**src/rtl/brb_pkg.sv**
```systemverilog
// Shared types and constants of the byte ring buffer.
package brb_pkg;

  localparam int DEPTH  = 256;
  localparam int ADDR_W = $clog2(DEPTH);
  localparam int CNT_W  = $clog2(DEPTH + 1);
  localparam int LEN_W  = 9;
  localparam int BYTE_W = 8;
  localparam int FILL_W = 9;
  localparam int CMP_W  = ((CNT_W > LEN_W) ? CNT_W : LEN_W) + 1;

  localparam logic [1:0] OP_WRITE = 2'd0;
  localparam logic [1:0] OP_READ  = 2'd1;
  localparam logic [1:0] OP_PEEK  = 2'd2;
  localparam logic [1:0] OP_CLEAR = 2'd3;

  typedef struct packed {
    logic [1:0]        opcode;
    logic              first_of_run;
    logic [LEN_W-1:0]  run_length;
    logic [BYTE_W-1:0] data_byte;
  } in_item_t;

  typedef struct packed {
    logic              status;
    logic [BYTE_W-1:0] read_byte;
    logic              last_of_run;
    logic [FILL_W-1:0] fill_count;
  } out_item_t;

endpackage

```
**src/rtl/byte_ring_buffer_bulk.sv**
```systemverilog
// Byte ring buffer with all-or-nothing write, read and peek runs.
//
// One input beat carries one byte position of a run; the first beat of a run
// names its kind and length, and the run is admitted only if the free space
// (write) or the stored bytes (read, peek) cover the whole length, otherwise
// every beat of that run is answered with status 1 and changes nothing. Each
// input beat yields exactly one result beat (status, read byte, last marker,
// fill count after the beat). The block takes one beat per clock cycle: all
// pointer and count updates are done in a single pass between the input port
// and the result register, and the byte store is a single memory written at
// the write pointer and read at the read or peek address in the same cycle,
// its registered read data forming the read byte of the result. A result
// appears in the cycle after its beat is taken; a full result register that is
// not being drained holds the input off. Opcode 3 empties the buffer at once
// and ends any run in progress; no clearing pass follows reset, as the store
// is only ever read at positions written earlier.
module byte_ring_buffer_bulk (
  input  logic               clk,
  input  logic               rst_n,
  input  logic               in_valid,
  output logic               in_ready,
  input  brb_pkg::in_item_t  in_data,
  output logic               out_valid,
  input  logic               out_ready,
  output brb_pkg::out_item_t out_data
);

  // Buffer state
  logic [brb_pkg::ADDR_W-1:0] wr_idx_r, wr_idx_nxt;
  logic [brb_pkg::ADDR_W-1:0] rd_idx_r, rd_idx_nxt;
  logic [brb_pkg::CNT_W-1:0]  count_r, count_nxt;
  logic [brb_pkg::LEN_W-1:0]  run_left_r, run_left_nxt;
  logic                       run_ok_r, run_ok_nxt;
  logic [brb_pkg::CNT_W-1:0]  peek_off_r, peek_off_nxt;
  logic [1:0]                 run_kind_r, run_kind_nxt;

  // Byte store and its read port
  logic [brb_pkg::BYTE_W-1:0] mem [brb_pkg::DEPTH];
  logic [brb_pkg::BYTE_W-1:0] mem_q_r;
  logic [brb_pkg::ADDR_W-1:0] rd_addr;
  logic                       mem_we;

  // Result register
  logic                       out_valid_r;
  logic                       status_r, status_nxt;
  logic                       rd_hit_r, rd_hit_nxt;
  logic                       last_r, last_nxt;
  logic [brb_pkg::FILL_W-1:0] fill_r, fill_nxt;

  // Per-beat working values
  logic                       acc;
  logic                       is_clear;
  logic                       stray;
  logic [brb_pkg::LEN_W-1:0]  len_eff;
  logic [1:0]                 kind;
  logic                       ok;
  logic [brb_pkg::LEN_W-1:0]  left0;
  logic [brb_pkg::CNT_W-1:0]  poff0;
  logic [brb_pkg::CMP_W-1:0]  free_w;
  logic [brb_pkg::CMP_W-1:0]  count_w;
  logic [brb_pkg::CMP_W-1:0]  len_w;
  logic [brb_pkg::ADDR_W:0]   psum;
  logic [brb_pkg::ADDR_W:0]   psum_adj;
  logic [brb_pkg::CMP_W-1:0]  fill_w;

  // Take a new beat whenever the result register is empty or being drained.
  assign in_ready = !out_valid_r || out_ready;
  assign acc      = in_valid && in_ready;

  assign is_clear = (in_data.opcode == brb_pkg::OP_CLEAR);
  assign stray    = !in_data.first_of_run && (run_left_r == '0);
  assign len_eff  = (in_data.run_length == '0) ? brb_pkg::LEN_W'(1) : in_data.run_length;

  assign count_w  = brb_pkg::CMP_W'(count_r);
  assign len_w    = brb_pkg::CMP_W'(len_eff);
  assign free_w   = brb_pkg::CMP_W'(brb_pkg::DEPTH) - count_w;

  // A first beat opens a fresh run; later beats follow the stored run.
  assign kind  = in_data.first_of_run ? in_data.opcode : run_kind_r;
  assign left0 = in_data.first_of_run ? len_eff : run_left_r;
  assign poff0 = in_data.first_of_run ? '0 : peek_off_r;
  always_comb begin
    if (!in_data.first_of_run) begin
      ok = run_ok_r;
    end else if (in_data.opcode == brb_pkg::OP_WRITE) begin
      ok = (free_w >= len_w);
    end else begin
      ok = (count_w >= len_w);
    end
  end

  // Peek address: read pointer plus offset, folded back once into the ring.
  assign psum     = (brb_pkg::ADDR_W + 1)'(rd_idx_r) + (brb_pkg::ADDR_W + 1)'(poff0);
  assign psum_adj = (psum >= (brb_pkg::ADDR_W + 1)'(brb_pkg::DEPTH))
                    ? psum - (brb_pkg::ADDR_W + 1)'(brb_pkg::DEPTH) : psum;

  always_comb begin
    wr_idx_nxt   = wr_idx_r;
    rd_idx_nxt   = rd_idx_r;
    count_nxt    = count_r;
    run_left_nxt = run_left_r;
    run_ok_nxt   = run_ok_r;
    peek_off_nxt = peek_off_r;
    run_kind_nxt = run_kind_r;
    status_nxt   = 1'b0;
    rd_hit_nxt   = 1'b0;
    last_nxt     = 1'b0;
    mem_we       = 1'b0;
    rd_addr      = rd_idx_r;

    if (is_clear) begin
      // Empty the buffer and drop any open run.
      wr_idx_nxt   = '0;
      rd_idx_nxt   = '0;
      count_nxt    = '0;
      run_left_nxt = '0;
      run_ok_nxt   = 1'b0;
      peek_off_nxt = '0;
      last_nxt     = 1'b1;
    end else if (stray) begin
      // Continuation beat with no run open: reject, change nothing.
      status_nxt = 1'b1;
      last_nxt   = 1'b1;
    end else begin
      run_kind_nxt = kind;
      run_ok_nxt   = ok;
      peek_off_nxt = poff0;
      if (ok) begin
        unique case (kind)
          brb_pkg::OP_WRITE: begin
            if (count_r < brb_pkg::CNT_W'(brb_pkg::DEPTH)) begin
              mem_we     = 1'b1;
              wr_idx_nxt = (wr_idx_r == brb_pkg::ADDR_W'(brb_pkg::DEPTH - 1))
                           ? '0 : wr_idx_r + 1'b1;
              count_nxt  = count_r + 1'b1;
            end
          end
          brb_pkg::OP_READ: begin
            if (count_r != '0) begin
              rd_hit_nxt = 1'b1;
              rd_idx_nxt = (rd_idx_r == brb_pkg::ADDR_W'(brb_pkg::DEPTH - 1))
                           ? '0 : rd_idx_r + 1'b1;
              count_nxt  = count_r - 1'b1;
            end
          end
          default: begin
            // Peek: walk an offset from the read pointer, leave the data.
            rd_addr = brb_pkg::ADDR_W'(psum_adj);
            if (poff0 < count_r) begin
              rd_hit_nxt   = 1'b1;
              peek_off_nxt = poff0 + 1'b1;
            end
          end
        endcase
      end else begin
        status_nxt = 1'b1;
      end
      run_left_nxt = left0 - 1'b1;
      if (run_left_nxt == '0) begin
        last_nxt     = 1'b1;
        run_ok_nxt   = 1'b0;
        peek_off_nxt = '0;
      end
    end
  end

  assign fill_w   = brb_pkg::CMP_W'(count_nxt);
  assign fill_nxt = fill_w[brb_pkg::FILL_W-1:0];

  // Byte store: one write and one registered read per cycle, on accepted beats only.
  always_ff @(posedge clk) begin
    if (acc && mem_we) begin
      mem[wr_idx_r] <= in_data.data_byte;
    end
  end

  always_ff @(posedge clk) begin
    if (acc) begin
      mem_q_r <= mem[rd_addr];
    end
  end

  // Advance the buffer state on every accepted beat.
  always_ff @(posedge clk) begin
    if (!rst_n) begin
      wr_idx_r   <= '0;
      rd_idx_r   <= '0;
      count_r    <= '0;
      run_left_r <= '0;
      run_ok_r   <= 1'b0;
      peek_off_r <= '0;
      run_kind_r <= brb_pkg::OP_WRITE;
    end else if (acc) begin
      wr_idx_r   <= wr_idx_nxt;
      rd_idx_r   <= rd_idx_nxt;
      count_r    <= count_nxt;
      run_left_r <= run_left_nxt;
      run_ok_r   <= run_ok_nxt;
      peek_off_r <= peek_off_nxt;
      run_kind_r <= run_kind_nxt;
    end
  end

  // Result register: hold while the far side stalls.
  always_ff @(posedge clk) begin
    if (!rst_n) begin
      out_valid_r <= 1'b0;
    end else if (acc) begin
      out_valid_r <= 1'b1;
    end else if (out_ready) begin
      out_valid_r <= 1'b0;
    end
  end

  always_ff @(posedge clk) begin
    if (acc) begin
      status_r <= status_nxt;
      rd_hit_r <= rd_hit_nxt;
      last_r   <= last_nxt;
      fill_r   <= fill_nxt;
    end
  end

  assign out_valid             = out_valid_r;
  assign out_data.status       = status_r;
  assign out_data.read_byte    = rd_hit_r ? mem_q_r : '0;
  assign out_data.last_of_run  = last_r;
  assign out_data.fill_count   = fill_r;

  // The stored count never passes the ring depth.
  a_count_bound: assert property (@(posedge clk) disable iff (!rst_n)
    count_r <= brb_pkg::CNT_W'(brb_pkg::DEPTH))
    else $error("stored count beyond depth");

  // No admitted run outlives its length.
  a_ok_needs_run: assert property (@(posedge clk) disable iff (!rst_n)
    (run_left_r == '0) |-> !run_ok_r)
    else $error("run admitted with no beats left");

  // A clear beat reports an empty buffer and closes the run.
  a_clear_result: assert property (@(posedge clk) disable iff (!rst_n)
    (acc && is_clear) |=> (out_valid && out_data.fill_count == '0 &&
                           out_data.last_of_run && !out_data.status))
    else $error("clear result wrong");

  // A rejected beat leaves the stored count alone.
  a_reject_hold: assert property (@(posedge clk) disable iff (!rst_n)
    (acc && status_nxt) |=> (count_r == $past(count_r)))
    else $error("rejected beat moved the count");

endmodule
```
**config.mk**
```make
export PLATFORM = sky130hd
export DESIGN_NAME = byte_ring_buffer_bulk
export DESIGN_NICKNAME = d
export VERILOG_FILES = /design/src/rtl/brb_pkg.sv /design/src/rtl/byte_ring_buffer_bulk.sv
export SDC_FILE = /design/constraint.sdc
export NUM_CORES = 2
export LEC_CHECK = 0
export ABC_AREA = 1
export BUFFER_PORTS_ARGS = -buffer_cell sky130_fd_sc_hd__buf_2
export CAP_MARGIN = 20
export CORE_MARGIN = 2
export CORE_UTILIZATION = 57
export CTS_CLUSTER_DIAMETER = 80
export DETAILED_ROUTE_END_ITERATION = 8
export HOLD_SLACK_MARGIN = 0.06
export PLACE_DENSITY = 0.76
export SLEW_MARGIN = 20
export SYNTH_ARGS = -nofsm -noshare
export SYNTH_HDL_FRONTEND = slang
export SYNTH_SLANG_ARGS = --single-unit
export TNS_END_PERCENT = 100
```
**constraint.sdc**
```tcl
create_clock -name clk -period 3.9 [get_ports clk]
set_input_delay 0.39 -clock clk [delete_from_list [all_inputs] [get_ports clk]]
set_output_delay 0.39 -clock clk [all_outputs]
set_load 0.005 [all_outputs]
```
== After elaboration in Yosys (flattened, before gate mapping) ==
Memories as Yosys holds them, arrays and structs flattened. A register that Yosys moved wholly into a read port is not among the register bits.
Cells that the tools add are included.
Word-level totals
  bits in writable memories: 2048
  input bits: 24
  memories: 1
  register bits: 59
  output and inout bits: 21
  bits in latches: 0
  ROM bits: 0
Operators by class
  eq/ne operators: 5
  shift operators: 0
  reductions and logical operators: 25
  multipliers: 0
  div/mod/pow operators: 0
  $add $sub $neg: 9
  multiplexer cells: 56
  $lt $le $gt $ge: 5
  bitwise logic cells: 3
Memories
  mem: depth 256, bits a word 8, rd ports 1, clocked after Yosys merged registers in 1, write ports 1, RTL line byte_ring_buffer_bulk.sv:38  | logic [brb_pkg::BYTE_W-1:0] mem [brb_pkg::DEPTH];
Operator list (count)
  $mux 8: 18
  $mux 9: 16
  $logic_not 9->1: 3
  $mux 1: 19
  $add 9x1->9 const B: 2
  $pmux 9 s2: 1
  $sub 9x1->9 const B: 2
  $add 8x1->8 const B: 2
  $eq 8x8->1 const B: 2
  $reduce_bool 2->1: 6
  $ge 10x9->1: 1
  $reduce_and 5->1: 2
  $sub 9x9->10 const A: 1
  $add 8x9->9: 1
  $ge 9x9->1: 1
  $ge 9x9->1 const B: 1
  $lt 9x9->1: 1
  $lt 9x9->1 const B: 1
  $reduce_bool 9->1: 1
  $sub 8x1->8 const B: 1
  $logic_not 2->1: 2
  $reduce_or 2->1: 2
  $logic_and 1x1->1: 3
  $not 1->1: 3
  other kinds (10): 11

== Logic depth before layout (Yosys ltp) ==
  depth in word-level cells: 11
  gate-level depth with buffers: 30
  depth with buffers taken out: 28

== Worst setup path after synthesis ==
Ideal clock, no wire load.
  path kind: register -> register
  from: register count_r[0] (netlist bit)
  to: memory mem[102][0] (netlist bit), enable pin
  arrival time: 3318 ps
  period minus slack after synthesis: 3688 ps
  cell stages (with the launch flop): 21
  library setup time: 370 ps
  setup slack: 212 ps
  cells stage by stage: dfxtp_1 inv_1 ha_1 nand4_1 nor3_2 ha_1 inv_1 ha_1 inv_1 nand2_1 a21oi_1 nand2_1 nand2_1 nand2_2 inv_1 nor3_4 inv_1 nor3_2 nand3_1 buf_2 nor2_1
Between the ends
  word-level cells in the longest chain between the ends: 10
  elaborated cells between the ends (all ways): 14
Ends and longest elaborated chain
  from (decl): RTL line byte_ring_buffer_bulk.sv:31  | logic [brb_pkg::CNT_W-1:0] count_r, count_nxt;
  from (signal assigned): RTL line byte_ring_buffer_bulk.sv:196  | count_r <= count_nxt;
  $sub 9x9->10: RTL line byte_ring_buffer_bulk.sv:76  | assign free_w = brb_pkg::CMP_W'(brb_pkg::DEPTH) - count_w;
  $ge 10x9->1: RTL line byte_ring_buffer_bulk.sv:86  | ok = (free_w >= len_w);
  $mux 1: RTL line byte_ring_buffer_bulk.sv:85  | end else if (in_data.opcode == brb_pkg::OP_WRITE) begin
  $mux 1: RTL line byte_ring_buffer_bulk.sv:83  | if (!in_data.first_of_run) begin
  $mux 1 *: RTL line byte_ring_buffer_bulk.sv:128  | if (ok) begin
  $mux 1 *: RTL line byte_ring_buffer_bulk.sv:120  | end else if (stray) begin
  $mux 1 *: RTL line byte_ring_buffer_bulk.sv:111  | if (is_clear) begin
  $logic_and 1x1->1 *: RTL line byte_ring_buffer_bulk.sv:172  | if (acc && mem_we) begin
  $mux 1 *: RTL line byte_ring_buffer_bulk.sv:172
  $mux 1 (not written as such) *: RTL line byte_ring_buffer_bulk.sv:173  | mem[wr_idx_r] <= in_data.data_byte;
  to (decl): RTL line byte_ring_buffer_bulk.sv:38
Every way passes the cells marked *; elsewhere a longest branch is shown, timed or not.

== Final worst setup path ==
  from: register count_r[1] (netlist bit)
  to: register mem_q_r[3] (netlist bit), read port of mem, data pin
Between the ends
  word-level cells in the longest chain between the ends: 7
  elaborated cells between the ends (all ways): 8
Ends and longest elaborated chain
  $sub 9x9->10: RTL line byte_ring_buffer_bulk.sv:76
  $ge 10x9->1: RTL line byte_ring_buffer_bulk.sv:86
  $mux 1 *: RTL line byte_ring_buffer_bulk.sv:85
  $mux 1 *: RTL line byte_ring_buffer_bulk.sv:83
  $mux 8 *: RTL line byte_ring_buffer_bulk.sv:128
  $mux 8 *: RTL line byte_ring_buffer_bulk.sv:120
  $mux 8 *: RTL line byte_ring_buffer_bulk.sv:111
  to (decl): RTL line byte_ring_buffer_bulk.sv:39  | logic [brb_pkg::BYTE_W-1:0] mem_q_r;
Marked as above.
A chain may end at the register's enable or synchronous reset.

==> impl_metrics.toml <==
[yosys]
synth.distinct_cells = 46
synth_fa_ha_area_share_pct = 0.607
synthMuxAreaShare_pct = 0
synth_edf_count = 2068
synth_xor_area_share_pct = 0.270
syn_nets = 9226
ys_seq_elements = 2115
syn_avg_cell_area_um2 = 10.3
synth_seq_area_share_pct = 67.0
synth-main-ff-cell = "edfxtp_1"
netlist_area_mm2 = 0.0940
synth_compound_area_share_pct = 1.60
synth_top_family_by_area = "simple AND/OR/NAND/NOR gates"
ys_warn_count = 0
async_flop_share_pct = 0
synthSimpleGateAreaFrac_pct = 21.7
synth_cells = 9157

[drt]
detail-route-antenna-nets = 0
wire_per_inst_um = 23.5
vias = 70480
drt_iter0_drc = 10569
totalWireLength_um = 284000
avgViaCountPerCell = 5.82
first_pass_iters = 8
drc = 0

[cells_and_area]
final_core_util_pct = 67.9
register_area_mm2 = 0.0630
area_growth_pct = 18.8
nFillCells = 11510
design_area_mm2 = 0.112
fin_cells = 12102
final_nets = 9805
drive_above_1_share_pct = 14.3
final_common_cell = "nand2_1"
multi_input_area_mm2 = 0.0239
final_cell_mix = "nand2_1 (2,552), edfxtp_1 (2,068), nand3_1 (1,562), inv_1 (1,486), buf_4 (606)"

[sta]
tightest_slew_ns = 1.23
period_minus_slack_ns = 4.18
skew_ns = 0.0559
grt_setup_unrepaired = "yes"
finalCritPeriodShare_pct = 107
setup_viol = 8
slew_violations = 0
fin_ws_ns = -0.284
timing.fmax_mhz = 239
slew_headroom_pct = 17.8
hold_viol = 0

[grt]
grt_first_pass_wirelength_um = 418000
grt_overflow = 0
grt_pass1_vias = 68198
grt_max_degree = 107
grt.total_usage_pct = 33.3
antenna_found_initial = 7

[cts]
cts_tree = "done"
clockRootBuffer = "clkbuf_16"
cts-buffers-inserted = 209
cts_max_path_buffers = 3
path_clk_slew_ns = 0.06
cts.sinks = 2115
insertion_delay_ns = 0.90
cts.htree.levels = 4

[power]
p_leak_uw = 0.0465
p_int_uw = 38000
switching_share_pct = 24.6
p_switching_uw = 12400
pwr-share-seq_pct = 49.6
peakVddDrop_mv = 0.551
combinationalPowerShare_pct = 10.2
p_clk_share_pct = 40.2
p_per_area_mw_per_mm2 = 451

[outcome]
violations = "negative setup slack"
status = "finished with violations"

[placement]
place_hpwl_um = 170000
postPlaceCellArea_mm2 = 0.102
dpl.cell_count = 11627
gp_congestion = 0.936
io_buffer_count = 44

[setup_path]
end_kind = "flip-flop"
criticalPathCategory = "flip-flop to flip-flop"
required_ns = 4.53
critPathArrivalTime_ns = 4.81
ff2ff_setup_slack_ns = -0.28
slowest_delay_ns = 0.37
slowest_stage = "dfxtp_4"
cp_max_fo = 23
path_common_cell = "nand2_1"
worstSetupStartpointType = "flip-flop"

[die]
num_rows = 149
die_y_um = 410
io-pin-count = 45
core_area_mm2 = 0.164
start_util_pct = 57.2
die_w_um = 410
die_area_mm2 = 0.168

[min_path]
worstHoldPathType = "input pin to flip-flop"

[run]
max_cap_violations = 0
worst max-delay path, delay by kind of cell, from the launching register on:
| kind | cells | cell delay, ns |
|---|---|---|
| AND/OR/NAND/NOR | 22 | 2.03 |
| buffers and inverters | 5 | 0.90 |
| flip-flops | 1 | 0.37 |
| adder cells (fa/ha/maj) | 1 | 0.30 |
| XOR/XNOR | 1 | 0.17 |
| AO/OA/AOI/OAI | 1 | 0.11 |
registers in the layout, indices dropped and copies added (netlist names):
register / count
rd_idx_r: 8
rd_hit_r: 1
mem: 2048
wr_idx_r: 8
out_valid: 1
fill_r: 9
run_left_r: 9
run_kind_r: 2
count_r: 9
last_r: 1
run_ok_r: 1
mem_q_r: 8
peek_off_r: 9
status_r: 1
cell usage after synthesis, drive strengths merged, types with 47 or more instances:
master  instances  share of area (%)
buf           439                2.6
dfxtp          47                1.0
inv          1495                6.0
nand3        1732                9.2
o211ai        102               0.81
a21oi          63               0.34
edfxtp       2068                 66
nor2          311                1.3
nand2        2566                 10
o21ai          53               0.29
nand3b         57               0.46
clkbuf         63               0.25
power by group through the flow:
stage / registers [uW] / logic [uW] / clock network, uW
final: 25000 / 5120 / 20300
after global routing: 25000 / 5420 / 21200
after CTS: 25000 / 4860 / 20300
after detailed placement: 25500 / 4470 / 0
after global placement: 25500 / 4400 / 0
after floorplan: 25500 / 2420 / 0
through the flow:
stage	power (uW)	hold WS (ns)	setup TNS [ns]	worst slack [ns]
floorplan	27900	0.431	0	0.212
global placement	29900	0.449	-18.81	-0.736
detailed placement	30000	0.455	-32.84	-0.840
CTS	50200	0.0893	-1.59	-0.244
global route	51700	0.0918	-2.98	-0.405
finish	50400	0.0977	-1.70	-0.284
final cells by class:
class,count,area share (%)
Antenna cell,1,0.00224
Clock buffer,248,4.81
Clock inverter,139,1.39
Inverter,1498,5.05
Multi-Input combinational cell,5043,21.4
Sequential cell,2115,56.4
Tap cell,2189,2.45
Timing Repair Buffer,869,8.44
metal layers:
layer  GRT usage [%]  share of wire (%)
met4            15.7                5.0
met1            44.3                 37
met3            7.15                 12
met2            52.4                 46
met5               0             0.0095
logic make-up (layout without fill, tap and decap cells):
logic type / after synthesis / after routing
AOI/OAI and AO/OA: 239 / 239
and+or+nand+nor: 4729 / 4730
buffers and inverters: 2000 / 2754
other: 0 / 1
DFF: 2115 / 2115
xor gates and xnor gates: 29 / 29
adders and majority gates: 45 / 45
worst paths after layout:
kind / depth (start not counted) / end / start
max: 30 / mem_q_r[3] / count_r[1]
min: 1 / mem[138][4] / in_data[4]
max reg2reg: 30 / mem_q_r[3] / count_r[1]
min reg2reg: 2 / peek_off_r[5] / peek_off_r[5]
timing repair:
| action | CTS | global route |
|---|---|---|
| pin swaps | 14 | 6 |
| buffers inserted | 34 | 8 |
| resized for setup | 228 | 113 |
| cloned | 21 | 13 |
| hold buffers | 12 | 0 |
| endpoints found under the setup margin | 207 | 467 |
| hold endpoints to repair | 49 | 0 |
Note: power is estimated with default switching activity, not from simulation.
